**config.mk**
```make
export PLATFORM = sky130hd
export DESIGN_NAME = channel_breakout_signal
export DESIGN_NICKNAME = d
export VERILOG_FILES = /design/src/sv/cbs_pkg.sv /design/src/sv/cbs_front.sv /design/src/sv/cbs_queue.sv /design/src/sv/cbs_div.sv /design/src/sv/cbs_back.sv /design/src/sv/channel_breakout_signal.sv
export SDC_FILE = /design/constraint.sdc
export NUM_CORES = 2
export LEC_CHECK = 0
export BUFFER_PORTS_ARGS = -buffer_cell sky130_fd_sc_hd__buf_2
export CAP_MARGIN = 25
export CELL_PAD_IN_SITES_DETAIL_PLACEMENT = 1
export CELL_PAD_IN_SITES_GLOBAL_PLACEMENT = 2
export CORE_MARGIN = 10
export CORE_UTILIZATION = 40
export DETAILED_ROUTE_END_ITERATION = 7
export GPL_TIMING_DRIVEN = 0
export PLACE_DENSITY_LB_ADDON = 0.1
export SETUP_SLACK_MARGIN = 0.02
export SLEW_MARGIN = 20
export SYNTH_ARGS = -nofsm -noshare
export SYNTH_HDL_FRONTEND = slang
export SYNTH_MEMORY_MAX_BITS = 65536
export SYNTH_SLANG_ARGS = --single-unit
```
**constraint.sdc**
```tcl
create_clock -name clk -period 33.7 [get_ports clk]
set_input_delay 3.37 -clock clk [delete_from_list [all_inputs] [get_ports clk]]
set_output_delay 3.37 -clock clk [all_outputs]
set_load 0.03 [all_outputs]
```
**src/sv/cbs_pkg.sv**
```systemverilog
// cbs_pkg: shared constants, bar transaction type, signal codes and sequencer states
// for the channel breakout signal block. No dependencies.
`default_nettype none
package cbs_pkg;

	localparam int LOOKBACK_MAX = 64;
	localparam int PRICE_BITS   = 32;
	localparam int TIME_BITS    = 63;
	localparam int LB_BITS      = 7;
	localparam int INT_BITS     = 8;
	localparam int FRAC_BITS    = 16;
	localparam int STR_BITS     = INT_BITS + FRAC_BITS;

	localparam int CNT_W = $clog2(LOOKBACK_MAX + 1);
	localparam int IDX_W = (LOOKBACK_MAX > 1) ? $clog2(LOOKBACK_MAX) : 1;

	localparam int QUEUE_DEPTH = 2;
	localparam int QPTR_W      = (QUEUE_DEPTH > 1) ? $clog2(QUEUE_DEPTH) : 1;
	localparam int QCNT_W      = $clog2(QUEUE_DEPTH + 1);

	localparam logic [LB_BITS-1:0]    LOOKBACK_RESET = LB_BITS'(20);
	localparam logic [STR_BITS-1:0]   STR_MAX        = '1;
	localparam logic [PRICE_BITS-1:0] PRICE_MAX      = '1;

	typedef enum logic [1:0] {
		KIND_HOLD      = 2'd0,
		KIND_LONG      = 2'd1,
		KIND_SHORT     = 2'd2,
		KIND_NOT_READY = 2'd3
	} kind_t;

	typedef enum logic [2:0] {
		ST_IDLE,
		ST_SCAN,
		ST_CMP,
		ST_DIV,
		ST_FINISH
	} back_state_t;

	typedef struct packed {
		logic [PRICE_BITS-1:0] hi;
		logic [PRICE_BITS-1:0] lo;
		logic [PRICE_BITS-1:0] cl;
		logic [TIME_BITS-1:0]  tm;
		logic                  ready;
		logic [CNT_W-1:0]      n;
	} bar_item_t;

endpackage
`default_nettype wire

```
**src/sv/cbs_front.sv**
```systemverilog
// cbs_front: accepts bar transactions, holds the lookback register and the bar count,
// and tags each bar with its effective lookback and readiness. Depends on cbs_pkg.
`default_nettype none
module cbs_front import cbs_pkg::*; (
	input  wire logic                  clk,
	input  wire logic                  arst_n,
	input  wire logic                  cfg_we,
	input  wire logic [LB_BITS-1:0]    cfg_wdata,
	input  wire logic                  in_valid,
	output logic                       in_stall,
	input  wire logic [PRICE_BITS-1:0] bar_high,
	input  wire logic [PRICE_BITS-1:0] bar_low,
	input  wire logic [PRICE_BITS-1:0] close_price,
	input  wire logic [TIME_BITS-1:0]  bar_time,
	input  wire logic                  q_full,
	output logic                       push,
	output bar_item_t                  item
);

	logic [LB_BITS-1:0] lookback_q;
	logic [CNT_W-1:0]   bars_q;
	logic [CNT_W-1:0]   n_eff;

	assign in_stall = q_full;
	assign push     = in_valid && !q_full;

	always_comb begin
		if (lookback_q == '0) begin
			n_eff = CNT_W'(1);
		end else if (int'(lookback_q) > LOOKBACK_MAX) begin
			n_eff = CNT_W'(LOOKBACK_MAX);
		end else begin
			n_eff = CNT_W'(lookback_q);
		end
	end

	always_comb begin
		item.hi    = bar_high;
		item.lo    = bar_low;
		item.cl    = close_price;
		item.tm    = bar_time;
		item.n     = n_eff;
		item.ready = (bars_q >= n_eff);
	end

	always_ff @(posedge clk or negedge arst_n) begin
		if (!arst_n) begin
			lookback_q <= LOOKBACK_RESET;
			bars_q     <= '0;
		end else begin
			if (cfg_we) begin
				lookback_q <= cfg_wdata;
			end
			if (push && (bars_q != CNT_W'(LOOKBACK_MAX))) begin
				bars_q <= bars_q + 1'b1;
			end
		end
	end

endmodule
`default_nettype wire

```
**src/sv/cbs_queue.sv**
```systemverilog
// cbs_queue: short FIFO of tagged bar transactions between front and back.
// Depends on cbs_pkg.
`default_nettype none
module cbs_queue import cbs_pkg::*; (
	input  wire logic clk,
	input  wire logic arst_n,
	input  wire logic push,
	input  bar_item_t push_item,
	input  wire logic pop,
	output logic      full,
	output logic      q_valid,
	output bar_item_t q_item
);

	bar_item_t          entry_q [QUEUE_DEPTH];
	logic [QPTR_W-1:0]  wr_ptr_q;
	logic [QPTR_W-1:0]  rd_ptr_q;
	logic [QCNT_W-1:0]  count_q;

	assign full    = (count_q == QCNT_W'(QUEUE_DEPTH));
	assign q_valid = (count_q != '0);
	assign q_item  = entry_q[rd_ptr_q];

	function automatic logic [QPTR_W-1:0] ptr_inc(input logic [QPTR_W-1:0] p);
		ptr_inc = (p == QPTR_W'(QUEUE_DEPTH - 1)) ? '0 : p + 1'b1;
	endfunction

	always_ff @(posedge clk) begin
		if (push) begin
			entry_q[wr_ptr_q] <= push_item;
		end
	end

	always_ff @(posedge clk or negedge arst_n) begin
		if (!arst_n) begin
			wr_ptr_q <= '0;
			rd_ptr_q <= '0;
			count_q  <= '0;
		end else begin
			if (push) begin
				wr_ptr_q <= ptr_inc(wr_ptr_q);
			end
			if (pop) begin
				rd_ptr_q <= ptr_inc(rd_ptr_q);
			end
			if (push && !pop) begin
				count_q <= count_q + 1'b1;
			end else if (pop && !push) begin
				count_q <= count_q - 1'b1;
			end
		end
	end

endmodule
`default_nettype wire

```
**src/sv/cbs_div.sv**
```systemverilog
// cbs_div: radix-2 restoring divider giving diff/den as saturated unsigned Q8.16,
// one quotient bit per cycle. Depends on cbs_pkg.
`default_nettype none
module cbs_div import cbs_pkg::*; (
	input  wire logic                  clk,
	input  wire logic                  arst_n,
	input  wire logic                  start,
	input  wire logic [PRICE_BITS-1:0] diff,
	input  wire logic [PRICE_BITS-1:0] den,
	output logic                       done,
	output logic [STR_BITS-1:0]        quot
);

	localparam int SCNT_W = $clog2(STR_BITS + 1);

	logic                    busy_q;
	logic                    done_q;
	logic [SCNT_W-1:0]       cnt_q;
	logic [PRICE_BITS-1:0]   rem_q;
	logic [PRICE_BITS-1:0]   den_q;
	logic [STR_BITS-1:0]     sh_q;
	logic [STR_BITS-1:0]     quot_q;
	logic [PRICE_BITS:0]     rem_sh;
	logic                    ge;
	logic [PRICE_BITS:0]     rem_sub;
	logic                    sat;

	assign done = done_q;
	assign quot = quot_q;

	// quotient of 256 or more, or a zero divisor, saturates
	assign sat     = (den == '0) ||
	                 ({{INT_BITS{1'b0}}, diff} >= {den, {INT_BITS{1'b0}}});
	assign rem_sh  = {rem_q, sh_q[STR_BITS-1]};
	assign ge      = (rem_sh >= {1'b0, den_q});
	assign rem_sub = rem_sh - {1'b0, den_q};

	always_ff @(posedge clk) begin
		if (start) begin
			den_q  <= den;
			rem_q  <= PRICE_BITS'(diff >> INT_BITS);
			sh_q   <= {diff[INT_BITS-1:0], {FRAC_BITS{1'b0}}};
			quot_q <= sat ? STR_MAX : '0;
		end else if (busy_q) begin
			rem_q  <= ge ? rem_sub[PRICE_BITS-1:0] : rem_sh[PRICE_BITS-1:0];
			sh_q   <= {sh_q[STR_BITS-2:0], 1'b0};
			quot_q <= {quot_q[STR_BITS-2:0], ge};
		end
	end

	always_ff @(posedge clk or negedge arst_n) begin
		if (!arst_n) begin
			busy_q <= 1'b0;
			done_q <= 1'b0;
			cnt_q  <= '0;
		end else begin
			done_q <= 1'b0;
			if (start) begin
				busy_q <= !sat;
				done_q <= sat;
				cnt_q  <= SCNT_W'(STR_BITS);
			end else if (busy_q) begin
				cnt_q <= cnt_q - 1'b1;
				if (cnt_q == SCNT_W'(1)) begin
					busy_q <= 1'b0;
					done_q <= 1'b1;
				end
			end
		end
	end

endmodule
`default_nettype wire

```
**src/sv/cbs_back.sv**
```systemverilog
// cbs_back: sequencer holding the high and low rings, scanning the channel, classifying
// the close, driving the divider and the output register. Depends on cbs_pkg, cbs_div.
`default_nettype none
module cbs_back import cbs_pkg::*; (
	input  wire logic                  clk,
	input  wire logic                  arst_n,
	input  wire logic                  q_valid,
	input  bar_item_t                  q_item,
	output logic                       pop,
	output logic                       out_valid,
	input  wire logic                  out_stall,
	output logic [1:0]                 signal_kind,
	output logic [STR_BITS-1:0]        strength,
	output logic [PRICE_BITS-1:0]      channel_high,
	output logic [PRICE_BITS-1:0]      channel_low,
	output logic [TIME_BITS-1:0]       signal_time
);

	typedef struct packed {
		logic pop;
		logic issue;
		logic div_start;
		logic ring_we;
	} back_ctl_t;

	back_state_t            state_q, state_d;
	back_ctl_t              ctl;

	logic [PRICE_BITS-1:0]  high_mem [LOOKBACK_MAX];
	logic [PRICE_BITS-1:0]  low_mem  [LOOKBACK_MAX];

	bar_item_t              cur_q;
	logic [IDX_W-1:0]       head_q;
	logic [IDX_W-1:0]       addr_q;
	logic [CNT_W-1:0]       issued_q;
	logic                   rd_vld_q;
	logic [PRICE_BITS-1:0]  rd_high_q;
	logic [PRICE_BITS-1:0]  rd_low_q;
	logic [PRICE_BITS-1:0]  highest_q;
	logic [PRICE_BITS-1:0]  lowest_q;
	kind_t                  kind_q;
	logic [STR_BITS-1:0]    str_q;

	logic                   out_valid_q;
	kind_t                  out_kind_q;
	logic [STR_BITS-1:0]    out_str_q;
	logic [PRICE_BITS-1:0]  out_ch_q;
	logic [PRICE_BITS-1:0]  out_cl_q;
	logic [TIME_BITS-1:0]   out_time_q;

	logic                   scan_more;
	logic                   is_long;
	logic                   is_short;
	logic                   out_free;
	logic                   load;
	logic [PRICE_BITS-1:0]  div_diff;
	logic [PRICE_BITS-1:0]  div_den;
	logic                   div_done;
	logic [STR_BITS-1:0]    div_quot;

	function automatic logic [IDX_W-1:0] idx_dec(input logic [IDX_W-1:0] i);
		idx_dec = (i == '0) ? IDX_W'(LOOKBACK_MAX - 1) : i - 1'b1;
	endfunction

	function automatic logic [IDX_W-1:0] idx_inc(input logic [IDX_W-1:0] i);
		idx_inc = (i == IDX_W'(LOOKBACK_MAX - 1)) ? '0 : i + 1'b1;
	endfunction

	assign scan_more = (issued_q != cur_q.n);
	assign is_long   = (cur_q.cl > highest_q);
	assign is_short  = !is_long && (cur_q.cl < lowest_q);
	assign out_free  = !out_valid_q || !out_stall;
	assign load      = (state_q == ST_FINISH) && out_free;
	assign div_diff  = is_long ? (cur_q.cl - highest_q) : (lowest_q - cur_q.cl);
	assign div_den   = is_long ? highest_q : lowest_q;
	assign pop       = ctl.pop;

	always_comb begin
		state_d = state_q;
		case (state_q)
			ST_IDLE: begin
				if (q_valid) begin
					state_d = q_item.ready ? ST_SCAN : ST_FINISH;
				end
			end
			ST_SCAN: begin
				if (!scan_more && !rd_vld_q) begin
					state_d = ST_CMP;
				end
			end
			ST_CMP: begin
				state_d = (is_long || is_short) ? ST_DIV : ST_FINISH;
			end
			ST_DIV: begin
				if (div_done) begin
					state_d = ST_FINISH;
				end
			end
			ST_FINISH: begin
				if (out_free) begin
					state_d = ST_IDLE;
				end
			end
			default: begin
				state_d = ST_IDLE;
			end
		endcase
	end

	always_comb begin
		ctl = '0;
		case (state_q)
			ST_IDLE: begin
				ctl.pop = q_valid;
			end
			ST_SCAN: begin
				ctl.issue = scan_more;
			end
			ST_CMP: begin
				ctl.div_start = is_long || is_short;
			end
			ST_FINISH: begin
				ctl.ring_we = out_free;
			end
			default: begin
				ctl = '0;
			end
		endcase
	end

	cbs_div u_div (
		.clk    (clk),
		.arst_n (arst_n),
		.start  (ctl.div_start),
		.diff   (div_diff),
		.den    (div_den),
		.done   (div_done),
		.quot   (div_quot)
	);

	always_ff @(posedge clk) begin
		if (ctl.ring_we) begin
			high_mem[head_q] <= cur_q.hi;
			low_mem[head_q]  <= cur_q.lo;
		end
		if (ctl.issue) begin
			rd_high_q <= high_mem[addr_q];
			rd_low_q  <= low_mem[addr_q];
		end
	end

	always_ff @(posedge clk) begin
		if (ctl.pop) begin
			cur_q     <= q_item;
			addr_q    <= idx_dec(head_q);
			highest_q <= '0;
			lowest_q  <= PRICE_MAX;
			kind_q    <= KIND_NOT_READY;
			str_q     <= '0;
		end
		if (ctl.issue) begin
			addr_q <= idx_dec(addr_q);
		end
		if (rd_vld_q) begin
			if (rd_high_q > highest_q) begin
				highest_q <= rd_high_q;
			end
			if (rd_low_q < lowest_q) begin
				lowest_q <= rd_low_q;
			end
		end
		if (state_q == ST_CMP) begin
			kind_q <= is_long ? KIND_LONG : (is_short ? KIND_SHORT : KIND_HOLD);
		end
		if ((state_q == ST_DIV) && div_done) begin
			str_q <= div_quot;
		end
		if (load) begin
			out_kind_q <= kind_q;
			out_str_q  <= str_q;
			out_ch_q   <= (kind_q == KIND_NOT_READY) ? '0 : highest_q;
			out_cl_q   <= (kind_q == KIND_NOT_READY) ? '0 : lowest_q;
			out_time_q <= cur_q.tm;
		end
	end

	always_ff @(posedge clk or negedge arst_n) begin
		if (!arst_n) begin
			state_q     <= ST_IDLE;
			head_q      <= '0;
			issued_q    <= '0;
			rd_vld_q    <= 1'b0;
			out_valid_q <= 1'b0;
		end else begin
			state_q  <= state_d;
			rd_vld_q <= ctl.issue;
			if (ctl.pop) begin
				issued_q <= '0;
			end else if (ctl.issue) begin
				issued_q <= issued_q + 1'b1;
			end
			if (ctl.ring_we) begin
				head_q <= idx_inc(head_q);
			end
			if (load) begin
				out_valid_q <= 1'b1;
			end else if (!out_stall) begin
				out_valid_q <= 1'b0;
			end
		end
	end

	assign out_valid    = out_valid_q;
	assign signal_kind  = out_kind_q;
	assign strength     = out_str_q;
	assign channel_high = out_ch_q;
	assign channel_low  = out_cl_q;
	assign signal_time  = out_time_q;

	a_rd_in_scan: assert property (@(posedge clk) disable iff (!arst_n)
		rd_vld_q |-> (state_q == ST_SCAN))
		else $error("ring read data outside scan");

	a_scan_bound: assert property (@(posedge clk) disable iff (!arst_n)
		(state_q == ST_SCAN) |-> (issued_q <= cur_q.n))
		else $error("scan issued more reads than lookback");

	a_div_done: assert property (@(posedge clk) disable iff (!arst_n)
		div_done |-> (state_q == ST_DIV))
		else $error("divider finished outside divide state");

	a_head_step: assert property (@(posedge clk) disable iff (!arst_n)
		ctl.ring_we |=> (head_q == idx_inc($past(head_q))))
		else $error("ring head did not advance by one");

	a_not_ready: assert property (@(posedge clk) disable iff (!arst_n)
		load && (kind_q == KIND_NOT_READY) |=>
		(out_str_q == '0) && (out_ch_q == '0) && (out_cl_q == '0))
		else $error("not-ready signal carries non-zero fields");

endmodule
`default_nettype wire

```
**src/sv/channel_breakout_signal.sv**
```systemverilog
// channel_breakout_signal: top level of the channel breakout signal block.
// Depends on cbs_pkg, cbs_front, cbs_queue, cbs_back.
//
//   channel  | handshake           | payload
//   ---------+---------------------+----------------------------------------------
//   bar in   | in_valid / in_stall | bar_high, bar_low, close_price, bar_time
//   signal   | out_valid/out_stall | signal_kind, strength, channel_high,
//            |                     | channel_low, signal_time
//   config   | cfg_we              | cfg_wdata (lookback)
//
// Pop to output load: a not-ready bar goes from ST_IDLE to ST_FINISH; a ready bar, hold, passes
// ST_SCAN, the channel scan reading one ring entry per cycle, ST_CMP and ST_FINISH. A breakout
// adds ST_DIV, the divider adding one quotient bit per cycle unless strength saturates.
// A two-entry queue lets bars be taken while the back end scans or waits on out_stall.
// arst_n clears control state only; the rings need no clearing.
`default_nettype none
module channel_breakout_signal import cbs_pkg::*; (
	input  wire logic                  clk,
	input  wire logic                  arst_n,
	input  wire logic                  cfg_we,
	input  wire logic [LB_BITS-1:0]    cfg_wdata,
	input  wire logic                  in_valid,
	output logic                       in_stall,
	input  wire logic [PRICE_BITS-1:0] bar_high,
	input  wire logic [PRICE_BITS-1:0] bar_low,
	input  wire logic [PRICE_BITS-1:0] close_price,
	input  wire logic [TIME_BITS-1:0]  bar_time,
	output logic                       out_valid,
	input  wire logic                  out_stall,
	output logic [1:0]                 signal_kind,
	output logic [STR_BITS-1:0]        strength,
	output logic [PRICE_BITS-1:0]      channel_high,
	output logic [PRICE_BITS-1:0]      channel_low,
	output logic [TIME_BITS-1:0]       signal_time
);

	logic      push;
	logic      q_full;
	logic      q_valid;
	logic      pop;
	bar_item_t push_item;
	bar_item_t q_item;

	cbs_front u_front (
		.clk         (clk),
		.arst_n      (arst_n),
		.cfg_we      (cfg_we),
		.cfg_wdata   (cfg_wdata),
		.in_valid    (in_valid),
		.in_stall    (in_stall),
		.bar_high    (bar_high),
		.bar_low     (bar_low),
		.close_price (close_price),
		.bar_time    (bar_time),
		.q_full      (q_full),
		.push        (push),
		.item        (push_item)
	);

	cbs_queue u_queue (
		.clk       (clk),
		.arst_n    (arst_n),
		.push      (push),
		.push_item (push_item),
		.pop       (pop),
		.full      (q_full),
		.q_valid   (q_valid),
		.q_item    (q_item)
	);

	cbs_back u_back (
		.clk          (clk),
		.arst_n       (arst_n),
		.q_valid      (q_valid),
		.q_item       (q_item),
		.pop          (pop),
		.out_valid    (out_valid),
		.out_stall    (out_stall),
		.signal_kind  (signal_kind),
		.strength     (strength),
		.channel_high (channel_high),
		.channel_low  (channel_low),
		.signal_time  (signal_time)
	);

endmodule
`default_nettype wire
```
==> metrics.cfg <==
[outcome]
status = finished clean

[cts]
htreeDepth = 6
cts_setup_buffers = 0
cts_sinks = 5048
ctsRootBufferMaster = clkbuf_16
clock_latency_ns = 1.08
cts.path.max_buffers = 4
cts_buffers = 555
ctsResizeCount = 0
tritoncts = done
path_clk_slew_ns = 0.07
cts_hold_buf = 0

[route]
ant_nets = 0
dr.pass1.iters = 6
routed_via_density = 5.74
drcViolationCount = 0
wl_per_cell_um = 35.6
wl_um = 624000
drtIter0Drc = 10400
vias = 101000

[worst_setup_path]
critPathKind = flop to flop
worstPathArrival_ns = 8.38
r2r_end = u_back.u_div.quot[0]
rrSetupSlack_ns = 26.08
crit_fanout = 10
start_kind = flop
reg2reg_depth = 21
cp-end-kind = flop
reg2reg_from = u_back.highest_q[0]
cp.required_ns = 34.46

[logic_synthesis]
synth_ff_type = edfxtp_1
synth.avg_cell_area_um2 = 21.7
synthCells = 9159
async_flop_share = 0.00852
synthDistinctLibCells = 88
synth_area_um2 = 198000
synth_fp_nets = 9534
ys_warn_count = 0
synth_edf_count = 4933
ys_ff_latch = 5048
ys_seq_area_frac = 0.760

[power_and_ir_drop]
p_sw_w = 0.00816
power_w = 0.0228
peakVddDrop_uv = 65.0
cellLeakagePower_nw = 77.1
clkPwrFrac = 0.256
powerDensity_nw_per_um2 = 96.6
sequentialPowerShare = 0.373
p_comb_frac = 0.371
p_sw_frac = 0.358
p_int_w = 0.0147

[worst_hold_path]
min-delay-path-class = flop to flop
hold_start = u_back.cur_q[56]
min_path_cells = 0
min_to = u_back.signal_time[48]

[place]
placed_area_um2 = 219000
dp_hpwl_um = 461000
pre_cts_ws_ns = 26.04
io_buffers = 324
gp_congestion = 0.889

[sta]
skew_ns = 0.0727
setup_viol = 0
setup_tns_ns = 0
slew_violations = 0
rsz0062_at_grt = no
fin_crit_sh = 0.226
fmax_mhz = 131
slew_headroom = 0.206
min_period_ns = 7.62
worst_slew_pin_slew_ns = 1.19
setup_ws_ns = 26.08
final-hold-violation-count = 0

[grt]
grt_max_degree = 71
first_global_vias = 106000
grt_use_total = 0.233
grt_pass1_wl_um = 858000
grt.overflow.total = 0
antenna_found_initial = 78

[floorplanning]
start_util = 0.402
die_x_um = 724
fp-row-count = 258
coreArea_um2 = 494000
io-pin-count = 326
fp.dieH_um = 724
die_area_um2 = 524000

[finish]
nets = 10900
final_cell_area_um2 = 236000
drive_gt1_frac = 0.311
syn_to_final_growth_pct = 19.1

[run]
maxCapViolCount = 0

==> stage by stage <==
step | util | instances | hold WS, ns
after floorplan | - | 9159 | 0.400
after global placement | 0.421 | 16000 | 0.403
after detailed placement | 0.443 | 16500 | 0.406
after CTS | 0.477 | 17500 | 0.410
after global routing | 0.478 | 17500 | 0.413
final | 0.478 | 17500 | 0.408
==> registers in the layout (all words and copies together), names as in the netlist, 32 cells and up <==
register	count
u_back.rd_high_q	32
u_back.high_mem	2048
u_back.lowest_q	32
u_back.u_div.den_q	32
u_back.channel_high	32
u_back.channel_low	32
u_back.highest_q	32
u_back.signal_time	63
u_queue.entry_q	334
u_back.cur_q	166
u_back.rd_low_q	32
u_back.low_mem	2048
u_back.u_div.rem_q	32
==> logic make-up after synthesis <==
family,synth area share
AND/OR/NAND/NOR,0.0208
buffers and inverters,0.0139
XOR/XNOR,0.00468
flip-flops,0.760
AO/OA/AOI/OAI,0.0219
multiplexers,0.166
adder cells (fa/ha/maj),0.0130
==> layout by cell type, fill, tap and decap left out, drive strengths merged, types with 55 or more instances in the layout <==
cell and count:
clkbuf 964, inv 256, o21ai 87, clkinv 220, xnor2 55, nand2 257
diode 63, mux2 194, dfxtp 72, mux4 1344, o21a 63, buf 1005
a21o 69, nor2 266, ha 201, a21oi 255, nor3 70, edfxtp 4933
==> power groups by stage <==
| stage | sequential (W) | combinational [W] | clock (W) |
|---|---|---|---|
| after floorplan | 0.00881 | 0.00447 | 0 |
| after global placement | 0.00924 | 0.00751 | 0 |
| after detailed placement | 0.00866 | 0.00852 | 0 |
| after CTS | 0.00853 | 0.00855 | 0.00598 |
| after global routing | 0.00855 | 0.00898 | 0.00623 |
| final | 0.00851 | 0.00845 | 0.00584 |
==> layout make-up <==
| type | instances | area [um^2] |
|---|---|---|
| Inverter | 226 | 861 |
| Fill cell | 44200 | 258000 |
| Clock inverter | 292 | 2630 |
| Multi-Input combinational cell | 3444 | 45400 |
| Sequential cell | 5048 | 151000 |
| Tap cell | 6500 | 8130 |
| Clock buffer | 695 | 14600 |
| Buffer | 441 | 2010 |
| Antenna cell | 63 | 158 |
| Timing Repair Buffer | 833 | 11700 |
==> worst max-delay path by stage <==
stage / start / to / slack [ns] / depth (start not counted)
2_1_floorplan: out_stall / u_back.high_mem[59][0] / 20.19 / 4
3_3_place_gp: out_stall / u_back.low_mem[59][30] / 10.09 / 5
3_5_place_dp: u_back.highest_q[0] / u_back.u_div.quot[0] / 26.04 / 21
4_1_cts: u_back.highest_q[0] / u_back.u_div.quot[0] / 26.06 / 21
5_1_grt: u_back.highest_q[7] / u_back.u_div.quot[0] / 25.83 / 22
6_report: u_back.highest_q[0] / u_back.u_div.quot[0] / 26.08 / 21
==> layer usage <==
metal / up-vias / GRT usage / part of all wire
met5: - / 0 / 0.000066
met4: 6 / 0.0833 / 0.039
met3: 941 / 0.0346 / 0.058
met2: 3472 / 0.393 / 0.50
met1: 55100 / 0.311 / 0.41
li1: 41200 / - / -
==> worst max-delay path: stages, from the launching register on <==
cell       delay, ns
dfxtp_1         0.45
ha_1            0.32
fa_1            0.41
nand2b_1        0.19
a211o_1         0.36
a211o_1         0.34
and2_1          0.20
a21oi_2         0.20
and2_1          0.16
buf_2           0.26
clkbuf_1        0.71
o21ai_0         0.48
ha_1            0.35
nor2b_1         0.15
o31ai_1         0.09
a211oi_1        0.23
o31ai_1         0.12
a2111oi_0       0.76
o21ai_0         0.33
a21o_1          0.29
nand3_4         0.22
a21boi_1        0.71
==> cells in the mapped netlist, types with 44 or more instances <==
| master | number | share of area |
|---|---|---|
| a21o_1 | 69 | 0.0026 |
| a21oi_1 | 254 | 0.0064 |
| and3_1 | 44 | 0.0014 |
| buf_2 | 122 | 0.0031 |
| clkbuf_1 | 268 | 0.0051 |
| dfxtp_1 | 72 | 0.0073 |
| edfxtp_1 | 4933 | 0.75 |
| ha_1 | 201 | 0.013 |
| inv_1 | 223 | 0.0042 |
| mux2_2 | 188 | 0.011 |
| mux2i_1 | 46 | 0.0023 |
| mux4_2 | 1344 | 0.15 |
| nand2_1 | 254 | 0.0048 |
| nand3_1 | 50 | 0.0013 |
| nand4_1 | 45 | 0.0014 |
| nor2_1 | 266 | 0.0050 |
| nor3_1 | 68 | 0.0017 |
| o21a_1 | 63 | 0.0024 |
| o21ai_0 | 81 | 0.0020 |
| o31ai_1 | 47 | 0.0018 |
| xnor2_1 | 55 | 0.0024 |
| xor2_1 | 51 | 0.0023 |
No activity file was read; power rests on OpenSTA's default activity.
